<file path="config.mk">
export PLATFORM = sky130hd
export DESIGN_NAME = uhse_front
export DESIGN_NICKNAME = d
export VERILOG_FILES = /design/src/uhse_pkg.sv /design/src/uhse_front.sv
export SDC_FILE = /design/constraint.sdc
export NUM_CORES = 2
export LEC_CHECK = 0
export ABC_CLOCK_PERIOD_IN_PS = 11100
export BUFFER_PORTS_ARGS = -buffer_cell sky130_fd_sc_hd__buf_2
export CAP_MARGIN = 20
export CELL_PAD_IN_SITES_DETAIL_PLACEMENT = 1
export CELL_PAD_IN_SITES_GLOBAL_PLACEMENT = 1
export CORE_MARGIN = 10
export CORE_UTILIZATION = 30
export CTS_CLUSTER_SIZE = 16
export DETAILED_ROUTE_END_ITERATION = 8
export PLACE_DENSITY = 0.5
export SYNTH_ARGS = -nofsm -noshare
export SYNTH_HDL_FRONTEND = slang
export SYNTH_SLANG_ARGS = --single-unit
export TNS_END_PERCENT = 30
</file>
<file path="constraint.sdc">
create_clock -name i_clk -period 11.1 [get_ports i_clk]
set_input_delay 2.22 -clock i_clk [delete_from_list [all_inputs] [get_ports i_clk]]
set_output_delay 2.22 -clock i_clk [all_outputs]
set_load 0.05 [all_outputs]
</file>
<file path="src/uhse_pkg.sv">
// Package for the universal hash set engine.
// Holds sizes, the hash prime, command codes, FSM states and the job type.
package uhse_pkg;
    localparam int NUM_BUCKETS = 256;
    localparam int WAYS        = 4;
    localparam int BKT_W       = $clog2(NUM_BUCKETS);
    localparam int KEY_W       = 32;
    localparam int HASH_W      = 31;
    localparam int CNT_W       = 9;
    localparam int REM_W       = 30;
    localparam int MAG_W       = 63;
    localparam int HI_W        = MAG_W - REM_W;
    localparam int FOLD_W      = 27;
    localparam int PROD_W      = HI_W + FOLD_W;
    localparam int FOLD_STEPS  = 12;
    localparam logic [REM_W:0] HASH_PRIME = 31'd1000000007;
    // 2^30 mod prime
    localparam logic [FOLD_W-1:0] HASH_FOLD = 27'd73741817;

    typedef enum logic [1:0] {
        CMD_FIND   = 2'd0,
        CMD_INSERT = 2'd1,
        CMD_DELETE = 2'd2,
        CMD_NONE   = 2'd3
    } t_cmd;

    typedef enum logic [2:0] {
        F_IDLE, F_MUL, F_ADD, F_PRIME, F_FIX, F_BKT, F_PUSH
    } t_fstate;

    typedef enum logic [1:0] {
        B_IDLE, B_READ, B_EXEC
    } t_bstate;

    typedef struct packed {
        logic [1:0]       cmd;
        logic [KEY_W-1:0] key;
        logic [BKT_W-1:0] bucket;
    } t_job;

    typedef struct packed {
        logic [WAYS-1:0]            valid;
        logic [WAYS-1:0][KEY_W-1:0] keys;
    } t_row;
endpackage

</file>
<file path="src/uhse_front.sv">
// Front end: accepts items, folds the hash modulo the prime and divides by the
// bucket count bit-serially. Depends on uhse_pkg.
module uhse_front (
    input  logic                           i_clk,
    input  logic                           i_rst_n,
    input  logic                           i_in_valid,
    output logic                           o_in_stall,
    input  logic [1:0]                     i_cmd,
    input  logic signed [uhse_pkg::KEY_W-1:0] i_key,
    input  logic [uhse_pkg::HASH_W-1:0]    i_hash_mult,
    input  logic [uhse_pkg::HASH_W-1:0]    i_hash_offset,
    input  logic [uhse_pkg::CNT_W-1:0]     i_bucket_count,
    output logic                           o_push,
    output uhse_pkg::t_job                 o_job,
    input  logic                           i_full
);
    import uhse_pkg::*;

    t_fstate r_state, n_state;
    logic [1:0]         r_cmd;
    logic [KEY_W-1:0]   r_key;
    logic signed [63:0] r_prod;
    logic [MAG_W-1:0]   r_dvd;
    logic               r_neg;
    logic [REM_W-1:0]   r_q;
    logic [BKT_W-1:0]   r_brem;
    logic [5:0]         r_cnt;

    logic signed [63:0] sum;
    logic [PROD_W-1:0]  fold_mul;
    logic [MAG_W-1:0]   fold;
    logic [REM_W:0]     red;
    logic [CNT_W-1:0]   bv;
    logic [CNT_W-1:0]   n_eff;
    logic               accept;

    assign o_in_stall = (r_state != F_IDLE);
    assign accept     = i_in_valid && !o_in_stall;
    assign sum        = r_prod + $signed({33'd0, i_hash_offset});
    assign fold_mul   = PROD_W'(r_dvd[MAG_W-1:REM_W]) * PROD_W'(HASH_FOLD);
    assign fold       = MAG_W'(fold_mul) + MAG_W'(r_dvd[REM_W-1:0]);
    assign red        = (r_dvd[REM_W:0] >= HASH_PRIME) ? r_dvd[REM_W:0] - HASH_PRIME
                                                       : r_dvd[REM_W:0];
    assign bv         = {r_brem, r_q[REM_W-1]};
    assign o_push     = (r_state == F_PUSH) && !i_full;
    assign o_job      = '{cmd: r_cmd, key: r_key, bucket: r_brem};

    always_comb begin
        if (i_bucket_count == '0) begin
            n_eff = CNT_W'(1);
        end else if (i_bucket_count > CNT_W'(NUM_BUCKETS)) begin
            n_eff = CNT_W'(NUM_BUCKETS);
        end else begin
            n_eff = i_bucket_count;
        end
    end

    always_comb begin
        n_state = r_state;
        case (r_state)
            F_IDLE:  if (accept) n_state = F_MUL;
            F_MUL:   n_state = F_ADD;
            F_ADD:   n_state = F_PRIME;
            F_PRIME: if (r_cnt == 6'd0) n_state = F_FIX;
            F_FIX:   n_state = F_BKT;
            F_BKT:   if (r_cnt == 6'd0) n_state = F_PUSH;
            F_PUSH:  if (!i_full) n_state = F_IDLE;
            default: n_state = F_IDLE;
        endcase
    end

    always_ff @(posedge i_clk) begin
        if (!i_rst_n) begin
            r_state <= F_IDLE;
        end else begin
            r_state <= n_state;
        end
    end

    always_ff @(posedge i_clk) begin
        case (r_state)
            F_IDLE: begin
                if (accept) begin
                    r_cmd <= i_cmd;
                    r_key <= i_key;
                end
            end
            F_MUL: begin
                r_prod <= $signed({1'b0, i_hash_mult}) * $signed(r_key);
            end
            F_ADD: begin
                r_neg <= sum[63];
                r_dvd <= sum[63] ? MAG_W'(-sum) : sum[MAG_W-1:0];
                r_cnt <= 6'(FOLD_STEPS - 1);
            end
            F_PRIME: begin
                r_dvd <= fold;
                r_cnt <= r_cnt - 6'd1;
            end
            F_FIX: begin
                r_q    <= (r_neg && red[REM_W-1:0] != '0) ? REM_W'(HASH_PRIME - red)
                                                          : red[REM_W-1:0];
                r_brem <= '0;
                r_cnt  <= 6'(REM_W - 1);
            end
            F_BKT: begin
                r_q    <= {r_q[REM_W-2:0], 1'b0};
                r_brem <= (bv >= n_eff) ? BKT_W'(bv - n_eff) : bv[BKT_W-1:0];
                r_cnt  <= r_cnt - 6'd1;
            end
            default: begin
            end
        endcase
    end
endmodule

</file>
Word-level counts from Yosys, hierarchy flattened. Cells that the tools add are included.

Flip-flop bits (word level): 209. Input bits: 109. Output and inout bits: 44. Logic and storage cells: 62.

Add/sub/neg operators: 7. Multipliers: 2. Order comparisons: 3. Equal/unequal tests: 10. Muxes and demuxes: 15. Reduce and logical (&&, ||, !) cells: 16.

Operators with widths (number): 63-bit one-hot mux with 2 select lines (1); 64-bit by 32-bit adder with 64-bit output (1); 32-bit by 32-bit multiplier with 64-bit output (1); 63-bit two-way mux (1); 63-bit negator (1); 60-bit by 30-bit adder with 61-bit output (1); 33-bit by 27-bit multiplier with 60-bit output, second input constant (1); 30-bit two-way mux (2); 30-bit one-hot mux with 2 select lines (1); 31-bit by 30-bit >= comparator with 1-bit output, second input constant (1); 30-bit nonzero test (1); 30-bit subtractor, first input constant (1); 30-bit subtractor, second input constant (1); 3-bit one-hot mux with 7 select lines (1); 9-bit two-way mux (2); 6-bit one-hot mux with 3 select lines (1); 8-bit one-hot mux with 2 select lines (1); 3-bit two-way mux (4); 3-bit == test, second input constant (3); 9-bit >= comparator (1); 9-bit > comparator, second input constant (1); 9-bit logical NOT (1); 8-bit two-way mux (1); 2-bit != test, second input constant (4); 13 further kinds (19).

Logic depth before layout (Yosys ltp).
Depth after elaboration: 6. Gate-level depth with buffers: 32. Gate-level depth less buffers: 30.

Worst setup path after synthesis. Ideal clock, no wire load.

Path type: input to register. Start: input port i_hash_mult[18] (netlist name). End: register r_prod[61] (data pin). Setup time: 259 ps. Arrival time: 9255 ps. Data required time: 10841 ps. Slack: 1586 ps. Stages: 26. Path buffers: 2. Cell sequence: clkbuf_1 and2_1 fa_1 fa_1 inv_1 fa_1 fa_1 inv_1 fa_1 fa_1 fa_1 fa_1 ha_1 clkbuf_1 a21oi_1 o21ai_0 nor2_1 a2111oi_0 o211ai_1 a21oi_1 o21ai_0 a41o_1 o31ai_1 a21oi_1 o21ai_0 xnor2_1.

Cells in the longest elaborated chain, start to end: 1.

Ends and longest elaborated chain: start, declared (line uhse_front.sv:10) `input logic [uhse_pkg::HASH_W-1:0] i_hash_mult,`; 32-bit by 32-bit multiplier with 64-bit output (line uhse_front.sv:89) `r_prod <= $signed({1'b0, i_hash_mult}) * $signed(r_key);`; end signal, assigned (line uhse_front.sv:89); end, declared (line uhse_front.sv:22) `logic signed [63:0] r_prod;`.

Every way passes these cells. A chain may end at the register's enable or synchronous reset.

Worst setup path in the final report.
Start: input port i_hash_mult[13] (netlist name). End: register r_prod[61] (data pin).

Same word-level chain as after synthesis.

==> run_results.csv <==
group,metric,value,unit
critical_path,cp_max_fo,25,
sta,rsz0062_at_grt,"false",
die,start_util,30.2,%
die,die_h,483,µm
sta,finalSetupViolCount,0,
placed_design,io_buffers,152,
status,outcome,"complete, no violations",
critical_path,cp.arrival,10.51,ns
placed_design,place_area,68500,µm²
clock_network,cts_buffers,35,
sta,slew_headroom,27.4,%
sta,slew_violations,0,
detailed_routing,drtIter0Drc,1958,
synth,syn-num-nets,8978,
clock_network,clkTransAtPathRegs,0.05,ns
placed_design,dp_hpwl,181,mm
synth,syn_area,64300,µm²
synth,async_reset_ff_share,0,%
synth,synth_area_leaders,"fa_1 (39%), ha_1 (14%), edfxtp_1 (9.6%)",
placed_design,place_ws,0.277,ns
sta,finalCritPeriodShare,91.3,%
synth,synth_edf_count,206,
worst_hold_path,hold_depth,2,
clock_network,cts_resized,0,
synth,yosys_register_bits,209,
critical_path,max_stage_delay,0.62,ns
clock_network,cts.htree.levels,2,
synth,synth_top_area_share,38.9,%
job,cap_violations,0,
synth,ys_warn_count,0,
critical_path,reg2reg_from,"r_key[8]",
critical_path,endpoint_kind,"register",
die,placement_rows,169,
critical_path,crit_slowest_cell,"buf_2",
synth,yosysUniqueCellTypes,97,
sta,tns,0,ns
synth,synth.largest_area_cell,"fa_1",
clock_network,tritoncts,"done",
detailed_routing,drt_pass1_iterations,5,
critical_path,crit_path_frequent_cell,"fa_1",
global_route,grt_overflow,0,
worst_hold_path,min_from,"r_q[7]",
critical_path,r2r.worst_path.cells,25,
worst_hold_path,holdCritPathClass,"reg -> reg",
die,io_pins,153,
finish,nNetsFinal,9006,
synth,ys_seq_area_share,9.72,%
detailed_routing,finalWirelength,220,mm
critical_path,crit-reg2reg-capture,"r_prod[61]",
clock_network,post-cts-setup-buffer-count,0,
critical_path,cp-start-kind,"input port",
clock_network,clockBufferDepth,3,
die,die_area,233000,µm²
critical_path,reg2reg_slack,1.82,ns
clock_network,cts_root_buffer,"clkbuf_16",
detailed_routing,drc_errors,0,
finish,drive_above_1_share,5.75,%
detailed_routing,wl_per_cell,22.5,µm
detailed_routing,vias,47205,
synth,syn_avg_cell_area,9.30,µm²
synth,synth_cells,6911,
sta,report.final.hold_viol_count,0,
sta,period_minus_slack,10.14,ns
global_route,antenna_found_initial,11,
placed_design,gp_congestion,0.851,
finish,syn_to_final_growth,8.38,%
sta,setup_ws,0.963,ns
sta,fin_skew,0.0519,ns
clock_network,cts_hold_buf,0,
global_route,grt_max_degree,68,
synth,yosysMostFrequentCell,"inv_1",
detailed_routing,antenna_left,0,
global_route,globalRouteTotalUtil,19.0,%
global_route,grt_pass1_vias,53808,
global_route,grt_pass1_wl,339,mm
finish,fin_area,69600,µm²
clock_network,insertion_delay,0.64,ns
die,die_x,483,µm
synth,synth_common_cells,"inv_1 (1,509), fa_1 (1,249), ha_1 (709)",
detailed_routing,via_per_inst,4.82,
synth,synthFlopType,"edfxtp_1",
sta,fmax,0.0986,GHz
clock_network,cts_sinks,209,
critical_path,path_cells,"buf_2 > and2_1 > fa_1 > fa_1 > fa_1 > inv_1 > fa_1 > inv_1 > fa_1 > fa_1 > fa_1 > fa_1 > ha_1 > nand4_1 > a2111oi_0 > buf_4 > o211ai_1 > a21oi_1 > o21ai_0 > a41o_1 > o31ai_1 > a21oi_1 > o21ai_0 > xnor2_1",
sta,tightest_slew,1.09,ns
critical_path,path_class,"in -> reg",
critical_path,cp_data_required_time,11.47,ns
worst_hold_path,whs_endpoint,"r_q[8]",
die,core_area,213000,µm²
==> sequential cells by signal, indices dropped and copies added, names as in the netlist, 2 cells and up <==
register	flops
r_brem	8
r_cmd	2
r_cnt	6
r_dvd	63
r_key	32
r_prod	64
r_q	30
r_state	3
==> kinds of logic (layout without fill, tap and decap cells) <==
family                     after synthesis  after routing  share of synthesized area (%)
adders and majority gates             1958           1958                           52.7
buffers and inverters                 1813           1864                           10.6
DFF                                    209            209                           9.72
and+or+nand+nor                       1820           1820                           14.7
xor gates and xnor gates               273            273                           3.72
AOI/OAI and AO/OA                      823            823                           8.27
muxes                                   15             15                          0.238
other                                    0              3                              0
==> metrics by stage <==
| stage | instances | hold slack [ns] | utilization, % |
|---|---|---|---|
| 6_report | 9786 | 0.525 | 32.8 |
| 5_1_grt | 9783 | 0.557 | 32.8 |
| 4_1_cts | 9783 | 0.534 | 32.8 |
| 3_5_place_dp | 9723 | 0.516 | 32.2 |
| 3_3_place_gp | 9723 | 0.505 | 32.2 |
| 2_1_floorplan | 6911 | 0.496 | - |
==> worst max path at each step <==
stage                    start          to  slack (ns)  depth (start not counted)
6_report       i_hash_mult[13]  r_prod[61]        0.96                         24
5_1_grt        i_hash_mult[11]  r_prod[61]        0.55                         25
4_1_cts        i_hash_mult[13]  r_prod[61]        0.98                         24
3_5_place_dp   i_hash_mult[13]  r_prod[61]        0.28                         24
3_3_place_gp   i_hash_mult[14]  r_prod[61]        0.28                         24
2_1_floorplan  i_hash_mult[18]  r_prod[61]        1.59                         26
==> critical path, delay by kind of cell <==
family	cells	cell delay (ns)
AO/OA/AOI/OAI	8	2.20
XOR/XNOR	1	0.09
adder cells (fa/ha/maj)	9	4.50
buffers and inverters	4	0.94
AND/OR/NAND/NOR	2	0.52
==> cells in the final DEF, fill, tap and decap left out, drive strengths merged, types with 8 or more instances in the layout <==
master	instances
inv	1512
nand2b	34
nor3b	9
o31ai	35
and3	34
nand3	69
nor4	23
o21bai	24
a31oi	41
o21a	16
a21oi	258
xor2	80
or3	27
a31o	11
nor3	51
fa	1249
or2	13
nor2b	45
o211ai	33
buf	291
xnor2	193
nand4	57
edfxtp	206
a41oi	8
nand2	563
clkinv	14
nor2	216
mux2i	13
o2111ai	9
a211oi	31
clkbuf	42
a311oi	12
or4	9
a21o	79
and2	643
o21ai	174
ha	709
==> metal layers <==
metal  GRT usage, %  share of wire [%]
met5              0             0.0036
met4           4.26                2.5
met3           1.83                3.1
met2           32.0                 47
met1           26.4                 47
==> cell type report <==
cell class / instances / area [µm²]
tap: 2821 / 3530
antenna: 3 / 7.51
inverter: 1513 / 5680
timing repair buffer: 291 / 1850
sequential: 209 / 6250
clock inverter: 18 / 191
multi-input combinational: 4889 / 51200
fill: 24512 / 143000
clock buffer: 42 / 923
Power is not shown: default switching activity piles up to over one toggle a cycle in this logic, so the estimate is an artifact.
