File: config.mk
export PLATFORM = sky130hd
export DESIGN_NAME = uhse_queue
export DESIGN_NICKNAME = d
export VERILOG_FILES = /design/src/uhse_pkg.sv /design/src/uhse_queue.sv
export SDC_FILE = /design/constraint.sdc
export NUM_CORES = 1
export LEC_CHECK = 0
export BUFFER_PORTS_ARGS = -buffer_cell sky130_fd_sc_hd__buf_4
export CAP_MARGIN = 25
export CORE_ASPECT_RATIO = 1.1
export CORE_MARGIN = 5
export CORE_UTILIZATION = 47
export CTS_CLUSTER_DIAMETER = 200
export DETAILED_ROUTE_END_ITERATION = 6
export PLACE_DENSITY = 0.75
export REMOVE_ABC_BUFFERS = 1
export SLEW_MARGIN = 10
export SYNTH_ARGS = -nofsm -noshare
export SYNTH_HDL_FRONTEND = slang
export SYNTH_SLANG_ARGS = --single-unit
File: constraint.sdc
create_clock -name i_clk -period 2.62 [get_ports i_clk]
set_input_delay 0 -clock i_clk [delete_from_list [all_inputs] [get_ports i_clk]]
set_output_delay 0 -clock i_clk [all_outputs]
set_load 0.02 [all_outputs]
File: src/uhse_pkg.sv
// Package for the universal hash set engine.
// Holds sizes, the hash prime, command codes, FSM states and the job type.
package uhse_pkg;
    localparam int NUM_BUCKETS = 256;
    localparam int WAYS        = 4;
    localparam int BKT_W       = $clog2(NUM_BUCKETS);
    localparam int KEY_W       = 32;
    localparam int HASH_W      = 31;
    localparam int CNT_W       = 9;
    localparam int REM_W       = 30;
    localparam int MAG_W       = 63;
    localparam int HI_W        = MAG_W - REM_W;
    localparam int FOLD_W      = 27;
    localparam int PROD_W      = HI_W + FOLD_W;
    localparam int FOLD_STEPS  = 12;
    localparam logic [REM_W:0] HASH_PRIME = 31'd1000000007;
    // 2^30 mod prime
    localparam logic [FOLD_W-1:0] HASH_FOLD = 27'd73741817;

    typedef enum logic [1:0] {
        CMD_FIND   = 2'd0,
        CMD_INSERT = 2'd1,
        CMD_DELETE = 2'd2,
        CMD_NONE   = 2'd3
    } t_cmd;

    typedef enum logic [2:0] {
        F_IDLE, F_MUL, F_ADD, F_PRIME, F_FIX, F_BKT, F_PUSH
    } t_fstate;

    typedef enum logic [1:0] {
        B_IDLE, B_READ, B_EXEC
    } t_bstate;

    typedef struct packed {
        logic [1:0]       cmd;
        logic [KEY_W-1:0] key;
        logic [BKT_W-1:0] bucket;
    } t_job;

    typedef struct packed {
        logic [WAYS-1:0]            valid;
        logic [WAYS-1:0][KEY_W-1:0] keys;
    } t_row;
endpackage

File: src/uhse_queue.sv
// Two-entry job queue between the front end and the table back end.
// Depends on uhse_pkg.
module uhse_queue (
    input  logic           i_clk,
    input  logic           i_rst_n,
    input  logic           i_push,
    input  uhse_pkg::t_job i_job,
    output logic           o_full,
    input  logic           i_pop,
    output logic           o_empty,
    output uhse_pkg::t_job o_job
);
    import uhse_pkg::*;

    t_job       r_mem [2];
    logic       r_wp;
    logic       r_rp;
    logic [1:0] r_cnt;

    assign o_full  = (r_cnt == 2'd2);
    assign o_empty = (r_cnt == 2'd0);
    assign o_job   = r_mem[r_rp];

    always_ff @(posedge i_clk) begin
        if (i_push) begin
            r_mem[r_wp] <= i_job;
        end
    end

    always_ff @(posedge i_clk) begin
        if (!i_rst_n) begin
            r_wp  <= 1'b0;
            r_rp  <= 1'b0;
            r_cnt <= 2'd0;
        end else begin
            if (i_push) r_wp <= !r_wp;
            if (i_pop)  r_rp <= !r_rp;
            r_cnt <= r_cnt + 2'(i_push) - 2'(i_pop);
        end
    end
endmodule

Word level (Yosys, flattened, before mapping)
Memory sizes are Yosys's and may differ from the RTL's. A register that Yosys moved wholly into a read port is not among the register bits.
Index checks and enable logic that the tools add are counted.
{"block": "op_classes", "add_sub_neg": 2, "mul": 0, "div_mod_pow": 0, "order_cmp": 0, "n_eq_ne": 1, "shifts": 0, "n_mux": 4, "n_bitwise": 0, "n_reduce_logical": 3}
{"cell": "1-bit 2-to-1 mux", "n": 4}
{"cell": "2-bit by 1-bit adder with 2-bit output", "n": 1}
{"cell": "2-bit equality test (second input constant)", "n": 1}
{"cell": "1-bit zero test", "n": 2}
{"cell": "2-bit zero test", "n": 1}
{"cell": "2-bit by 1-bit subtractor with 2-bit output", "n": 1}
{"block": "totals", "regBits": 4, "latchBits": 0, "ram_bits": 84, "mem_bits_ro": 0, "in_bits": 46, "output_inout_bits": 44, "wordCells": 14, "n_memories": 1}
{"memory": "r_mem", "words": 2, "width": 42, "rd": 1, "rd_clocked_by_memory_dff": 1, "write_ports": 1, "line_no": "uhse_queue.sv:15", "rtl": "t_job r_mem [2];"}

Depth between registers and ports, before layout
Gate-level depths: netlist (run 1).
{"block": "depth", "depth_word": 3, "depth_mapped": 6, "ltp_nobuf": 6}

Least setup slack after synthesis (run 1)
No wires, ideal clock.
{"block": "synth_timing", "kind": "flip-flop to flip-flop", "start": "register r_wp", "end": "memory r_mem[0][0] in the netlist's numbering (enable)", "setup_ns": 0.448, "arrival_ns": 2.213, "t_required_ns": 2.172, "path_slack_ns": -0.040, "path_stages_with_launch": 2, "path_buffers": 0, "period_less_slack_ns": 2.660, "cell_sequence": "dfxtp_1 -> nor2b_1"}
{"element": "from (decl)", "line_no": "uhse_queue.sv:16", "rtl": "logic r_wp;"}
{"element": "from (signal assigned)", "line_no": "uhse_queue.sv:36", "rtl": "if (i_push) r_wp <= !r_wp;"}
{"element": "to (decl)", "line_no": "uhse_queue.sv:15"}
Straight into the memory's write port.

==> out/qor.csv, run 1 <==
stage;metric;value;unit
timing;Final setup viols;0;
route;remaining antenna violation count;0;
grt;gr usage total;0.147;
timing;TNS Setup;0;ps
layout;nets;346;
route;WL/cell;16.7;um
clock_tree;clk sinks;89;
timing;Worst slew margin;0.576;
synth;sequential share of the synthesized area;0.757;
synth;main area contributors after synthesis;edfxtp_1 73%, mux2_4 17%, dfxtp_1 2.9%;
setup_path;CP max-delay cell;dfxtp_2;
clock_tree;TritonCTS clock tree;built;
timing;Slew Limit Fails;0;
floorplan;die height;100;um
place;DPL Wire Length;4420;um
synth;Mapped Cells;152;
pwr;VDD IR max;326;uV
layout;synth-to-layout area growth;39.9;%
floorplan;row cnt;32;
setup_path;max incr delay on CP;730;ps
route;total number of vias;1840;
floorplan;die width;91.8;um
timing;Final Hold Fails;0;
layout;diode count;0;
layout;Filler cells;449;
clock_tree;Clock Latency Late Sink;340;ps
clock_tree;Hold Buf Count CTS;46;
pwr;Lkg Pwr;1.93;nW
pwr;pwr/cell area;633;mW/mm^2
synth;count leader, synth;edfxtp_1;
synth;syn_area_per_cell;22.8;um^2
clock_tree;cts repair resizes;0;
clock_tree;Clock Pin Slew Worst Setup and Hold Paths;80;ps
layout;share of cells above drive strength 1;0.512;
floorplan;starting density of the core;0.489;
floorplan;die area;0.00918;mm^2
route;Iter 0 DRT Violations;76;
floorplan;I/O pins;90;
clock_tree;Post-CTS Setup Bufs;0;
synth;Commonest cells post-synth;84 x edfxtp_1, 40 x mux2_4, 5 x dfxtp_1;
synth;post-synthesis cell area;0.00346;mm^2
route;via/cell ratio;4.74;
synth;Top FF cell, synth;edfxtp_1;
synth;synth unique cells;14;
floorplan;Core Footprint;0.00709;mm^2
grt;number of antenna violations at the first check in global routing;0;
setup_path;WP data required;2620;ps
synth;Seq cells post-synth;89;
place;pre-CTS WS;1070;ps
setup_path;Worst Path Max Fanout;26;
timing;Worst-Margin Slew;635;ps
timing;fmax;523;MHz
timing;RSZ-0062 raised after global routing;no;
synth;Yosys top cell by area;edfxtp_1;
synth;Post-synth ARST share;0;
grt;first-pass GRT wire length;10300;um
timing;fin crit period;1910;ps
flow_run;Max Cap Viol;0;
setup_path;Setup Crit Path Kind;flop to primary output;
route;DRC;0;
setup_path;CP cell instances;buf_12 -> mux2_2 -> buf_4;
place;PortBufs;89;
outcome;status;finished clean;
place;GPL Wtd Cong;0.717;
clock_tree;clk root buf;clkbuf_8;
synth;area share of the leading cell type in the synthesized netlist;0.729;
setup_path;CP startpoint kind;flop;
clock_tree;Clock Tree Buf Depth;2;
route;Routed Wire Length;6480;um
timing;Tcrit/Tclk final;0.730;
timing;Setup Skew;7.99;ps
route;TritonRoute pass-1 iters;4;
synth;Syn. warnings;0;
clock_tree;CTS buffer count;9;
timing;post-route setup slack;706;ps
grt;largest net degree at the start of global routing;27;
min_path;Hold Path Class;input pin to flop;
grt;number of global-route vias before repair;2019;
clock_tree;H-tree depth;3;
grt;GR Overflow Total;0;
setup_path;endpoint kind of the worst setup timing path;primary output;
synth;EDFF count, synth;84;
layout;Post-Route Utilization;0.684;
setup_path;Arrival @ worst endpoint;1910;ps
-- area by class of cell --
class	count	area, um^2	area share
clock buffer	9	124	0.0256
clock inverter	7	55.1	0.0114
inverter	2	7.51	0.00155
multi-input combinational	56	749	0.155
sequential	89	2620	0.542
tap	85	106	0.0220
timing repair buffer	140	1180	0.243
-- where the power goes --
part | internal [mW] | switching [mW] | leakage (nW)
logic | 0.320 | 0.247 | 1.03
registers | 1.64 | 0.0392 | 0.830
clock network | 0.348 | 0.473 | 0.0741
total | 2.31 | 0.759 | 1.93
-- cell usage in the layout (no fill, tap or decap) --
cell type | netlist | layout
xor2_1 | 1 | 1
nor2b_4 | 0 | 1
buf_4 | 0 | 93
xnor3_1 | 1 | 1
buf_12 | 4 | 1
dfxtp_2 | 0 | 1
edfxtp_1 | 84 | 84
clkbuf_8 | 0 | 9
o21a_1 | 1 | 1
and2_2 | 0 | 1
and2_1 | 4 | 3
nor2_1 | 1 | 1
inv_1 | 2 | 2
clkinv_4 | 0 | 1
dfxtp_1 | 5 | 4
inv_6 | 0 | 1
nor2b_1 | 4 | 3
dlygate4sd3_1 | 0 | 46
mux2_4 | 40 | 40
mux2_2 | 2 | 2
ha_1 | 2 | 2
clkinvlp_4 | 0 | 5
-- flip-flops by register name, summed over array words and instances (netlist names), named ones only --
register / flops
r_cnt: 2
r_wp: 1
r_mem: 84
r_rp: 1
-- routing by layer --
metal  GRT usage  vias up  part of all wire
li1            -      878                 -
met1       0.176      896              0.40
met2       0.254       56              0.52
met3      0.0337       10             0.057
met4      0.0651        0             0.019
met5           0        -                 0
-- critical path, delay by kind of cell, from the launching register on --
| family | cells | cell delay (ps) |
|---|---|---|
| multiplexers | 1 | 370 |
| buffers and inverters | 2 | 460 |
| flip-flops | 1 | 730 |
-- through the flow --
stage	hold slack, ps	instance area (um^2)	cells	power [mW]
finish	383	4840	388	3.07
global route	372	4840	388	3.19
CTS	357	4840	388	3.10
global placement	186	4210	326	2.22
floorplan	98.9	3370	147	2.01
detailed placement	188	4210	326	2.23
-- final timing paths --
check | startpoint | endpoint | slack (ps) | cells after the start
setup / recovery | flop | o_job[0] | 710 | 3
hold / removal | i_job[25] | r_mem[1][25] | 380 | 2
setup reg to reg | r_wp | r_mem[0][19] | 1110 | 2
hold reg to reg | r_rp | flop | 590 | 2
-- cell families (layout without fill, tap and decap cells) --
family                     Yosys count  in the layout  synth area share
DFF                                 89             89             0.758
muxes                               42             42             0.180
and+or+nand+nor                      9              9            0.0155
buffers and inverters                7            158            0.0286
adders and majority gates            2              2           0.00723
xor gates and xnor gates             2              2           0.00904
AOI/OAI and AO/OA                    1              1           0.00217
Note: power is estimated with default switching activity, not from simulation.
==> run 2: changes to the inputs <==
- clock period: 2.62 -> 1.75 ns (I/O delays scaled with it)
==> out/qor.csv, run 2 (synthesis results as in run 1) <==
stage;metric;value;unit
layout;max FFs per register;84;
timing;Slew Limit Fails;0;
route;Routed Wire Length;6270;um
timing;Worst-Margin Slew;328;ps
setup_path;Buf+Inv Stages, Crit Path;2;
layout;Post-Route Utilization;0.691;
route;TritonRoute pass-1 iters;4;
setup_path;CP startpoint kind;flop;
layout;most frequent cells in the layout;89 x buf_4, 84 x edfxtp_1, 46 x dlygate4sd3_1;
clock_tree;clk root buf;clkbuf_8;
layout;Largest regs;r_mem (84), r_cnt (2);
clock_tree;Post-CTS Setup Bufs;0;
setup_path;WP data required;1750;ps
route;via/cell ratio;4.76;
floorplan;die width;91.8;um
setup_path;Setup Crit Path Kind;flop to primary output;
grt;gr usage total;0.143;
clock_tree;Clock Pin Slew Worst Setup and Hold Paths;80;ps
route;WL/cell;16.2;um
outcome;status;finished clean;
grt;GR Overflow Total;0;
timing;Hold Slack;375;ps
grt;first-pass GRT wire length;9990;um
min_path;hold_sp;i_job[29];
timing;fin crit period;1540;ps
route;wl on met1;2460;um
clock_tree;H-tree depth;3;
clock_tree;CTS buffer count;9;
place;GPL Wtd Cong;0.659;
clock_tree;clk sinks;89;
floorplan;starting density of the core;0.489;
pwr;Lkg Pwr;1.96;nW
layout;diode count;0;
grt;number of global-route vias before repair;2006;
route;highest metal used;met4;
place;DP Area;0.00422;mm^2
grt;number of antenna violations at the first check in global routing;0;
place;DPL Wire Length;3950;um
timing;fmax;649;MHz
setup_path;CP cell instances;buf_12 -> mux2_2 -> buf_4;
layout;nets;344;
grt;largest net degree at the start of global routing;44;
setup_path;max incr delay on CP;390;ps
floorplan;Core Footprint;0.00709;mm^2
layout;synth-to-layout area growth;41.3;%
clock_tree;Clock Tree Buf Depth;2;
layout;Top reg by flops;r_mem;
setup_path;Worst Path Max Fanout;42;
route;total number of vias;1838;
route;remaining antenna violation count;0;
timing;Final setup viols;0;
setup_path;reg2reg start;r_wp;
setup_path;Largest delay share family, worst path;buffers and inverters;
timing;Worst slew margin;0.781;
floorplan;row cnt;32;
setup_path;endpoint kind of the worst setup timing path;primary output;
place;PortBufs;89;
floorplan;I/O pins;90;
route;WL met3;342;um
clock_tree;TritonCTS clock tree;built;
route;Iter 0 DRT Violations;79;
floorplan;die height;100;um
floorplan;die area;0.00918;mm^2
pwr;VDD IR max;689;uV
setup_path;Arrival @ worst endpoint;1540;ps
timing;TNS Setup;0;ps
route;DRC;0;
clock_tree;Clock Latency Late Sink;340;ps
layout;Final Cell Area;0.00489;mm^2
timing;Setup Skew;5.19;ps
layout;share of cells above drive strength 1;0.505;
timing;Tcrit/Tclk final;0.880;
min_path;Hold Path Class;input pin to flop;
setup_path;CP max-delay cell;mux2_2;
pwr;pwr/cell area;994;mW/mm^2
timing;Final Hold Fails;0;
flow_run;Max Cap Viol;0;
route;Met2 Wirelength;3290;um
layout;most common cell after layout, fill and taps aside;buf_4;
timing;RSZ-0062 raised after global routing;no;
-- run 2: repair_timing --
action / 4_1_cts / 5_1_grt
hold buffers: 46 / 0
endpoints found under the hold margin: 89 / 0
gates resized for setup: 0 / 0
-- run 2: area by class of cell --
cell class                      count  area (um^2)
Clock inverter                      7         93.8
Inverter                            2         7.51
Fill cell                         457         2190
Multi-Input combinational cell     56          749
Timing Repair Buffer              138         1190
Sequential cell                    89         2620
Tap cell                           85          106
Clock buffer                        9          124
-- run 2: path summary, 6_finish.rpt --
kind / to / cells after the start / slack, ps
hold / removal: r_mem[0][29] / 2 / 380
hold reg to reg: flop / 2 / 570
setup reg to reg: r_wp / 4 / 270
setup / recovery: o_job[41] / 3 / 210
-- run 2: metrics by stage --
step           std cells  setup slack [ps]  power [mW]
5_1_grt              386               148        5.06
2_1_floorplan        147              -910        3.01
3_3_place_gp         324               425        3.32
6_report             386               209        4.86
4_1_cts              386               182        4.91
3_5_place_dp         324               357        3.34
-- run 2: routing by layer --
metal  GRT usage  vias to the layer above
met3      0.0330                       15
met4      0.0766                        0
met2       0.250                       58
met1       0.162                      892
li1            -                      873
met5           0                        -
-- run 2: power by group --
| part | internal [mW] | switching (mW) | total [mW] |
|---|---|---|---|
| Clock | 0.804 | 0.699 | 1.50 |
| Sequential | 2.46 | 0.0356 | 2.49 |
| Combinational | 0.482 | 0.386 | 0.869 |
| Total | 3.74 | 1.12 | 4.86 |
==> run 3: changes to the inputs <==
- MAX_ROUTING_LAYER: default -> met4
==> out/qor.csv, run 3 (synthesis results as in run 1) <==
stage;metric;value;unit
place;DP Area;0.00422;mm^2
setup_path;Setup Crit Path Kind;flop to primary output;
route;WL met3;321;um
timing;fin crit period;1550;ps
layout;Largest regs;r_mem (84), r_cnt (2);
layout;max FFs per register;84;
layout;nets;344;
clock_tree;TritonCTS clock tree;built;
setup_path;max incr delay on CP;390;ps
timing;TNS Setup;0;ps
route;TritonRoute pass-1 iters;4;
grt;first-pass GRT wire length;10000;um
timing;Slew Limit Fails;0;
floorplan;I/O pins;90;
pwr;Lkg Pwr;1.96;nW
setup_path;CP startpoint kind;flop;
setup_path;endpoint kind of the worst setup timing path;primary output;
layout;Post-Route Utilization;0.691;
layout;Filler cells;457;
timing;Setup Skew;6.57;ps
route;Iter 0 DRT Violations;76;
clock_tree;CTS buffer count;9;
clock_tree;Clock Pin Slew Worst Setup and Hold Paths;80;ps
grt;number of antenna violations at the first check in global routing;0;
route;DRC;0;
setup_path;CP max-delay cell;mux2_2;
setup_path;Arrival @ worst endpoint;1550;ps
flow_run;Max Cap Viol;0;
pwr;pwr/cell area;994;mW/mm^2
place;PortBufs;89;
grt;largest net degree at the start of global routing;44;
grt;number of global-route vias before repair;2003;
grt;GR Overflow Total;0;
route;total number of vias;1828;
timing;Final Hold Fails;0;
layout;fin cells;386;
layout;synth-to-layout area growth;41.3;%
floorplan;die height;100;um
setup_path;Buf+Inv Stages, Crit Path;2;
floorplan;die area;0.00918;mm^2
floorplan;starting density of the core;0.489;
outcome;status;finished clean;
floorplan;row cnt;32;
min_path;Hold Path Class;input pin to flop;
route;highest metal used;met4;
timing;RSZ-0062 raised after global routing;no;
place;GPL Wtd Cong;0.665;
clock_tree;clk root buf;clkbuf_8;
place;DPL Wire Length;3950;um
layout;Top reg by flops;r_mem;
place;placed cells;324;
route;Met2 Wirelength;3290;um
layout;Final Cell Area;0.00489;mm^2
timing;Final setup viols;0;
pwr;VDD IR max;688;uV
place;pre-CTS WS;357;ps
setup_path;CP cell instances;buf_12 -> mux2_2 -> buf_4;
timing;Tcrit/Tclk final;0.886;
timing;Worst-Margin Slew;342;ps
timing;Worst slew margin;0.772;
route;remaining antenna violation count;0;
floorplan;die width;91.8;um
clock_tree;clk sinks;89;
route;wl on met1;2530;um
layout;share of cells above drive strength 1;0.505;
clock_tree;H-tree depth;3;
timing;post-route setup slack;200;ps
route;WL/cell;16.4;um
route;Routed Wire Length;6320;um
clock_tree;Clock Tree Buf Depth;2;
setup_path;WP data required;1750;ps
timing;fmax;645;MHz
route;via/cell ratio;4.74;
floorplan;Core Footprint;0.00709;mm^2
setup_path;Worst Path Max Fanout;42;
layout;most frequent cells in the layout;89 x buf_4, 84 x edfxtp_1, 46 x dlygate4sd3_1;
grt;gr usage total;0.147;
layout;most common cell after layout, fill and taps aside;buf_4;
setup_path;Largest delay share family, worst path;buffers and inverters;
layout;diode count;0;
clock_tree;Clock Latency Late Sink;340;ps
[run 3: cell counts in the layout (fill, tap and decap cells not counted)]
Identical to the previous run, type by type.
[run 3: power by group]
part / internal, mW / leakage (nW) / switching [mW]
Combinational: 0.483 / 1.03 / 0.386
Clock: 0.804 / 0.107 / 0.699
Sequential: 2.46 / 0.830 / 0.0357
[run 3: repair_timing]
item | CTS | global route
endpoints found under the hold margin | 89 | 0
hold buffers | 46 | 0
gates resized for setup | 0 | 0
endpoints found under the setup margin | 0 | 0
buffers inserted | 0 | 0
[run 3: layout make-up]
type | instances | area [um^2] | share of cell area
clock buffers | 9 | 124 | 0.0253
clock inverters | 7 | 93.8 | 0.0192
inverters | 2 | 7.51 | 0.00153
multi-input cells | 56 | 749 | 0.153
flip-flops and latches | 89 | 2620 | 0.536
well taps | 85 | 106 | 0.0217
repair buffers | 138 | 1190 | 0.243
[run 3: metrics by stage]
| step | hold slack (ps) | total power, mW |
|---|---|---|
| after global routing | 357 | 5.07 |
| after floorplan | 98.9 | 3.01 |
| after CTS | 362 | 4.91 |
| after global placement | 185 | 3.32 |
| final | 372 | 4.86 |
| after detailed placement | 187 | 3.34 |
[run 3: worst paths after layout]
kind         slack (ps)      endpoint  depth (start not counted)  startpoint
min reg2reg         570          flop                          2        r_rp
max                 200     o_job[41]                          3        flop
max reg2reg         270          r_wp                          4        r_wp
min                 370  r_mem[0][29]                          2   i_job[29]
[run 3: per-layer routing]
metal,global-route usage,vias up
li1,-,873
met1,0.164,882
met2,0.248,58
met3,0.0345,15
met4,0.0766,0
met5,-,-
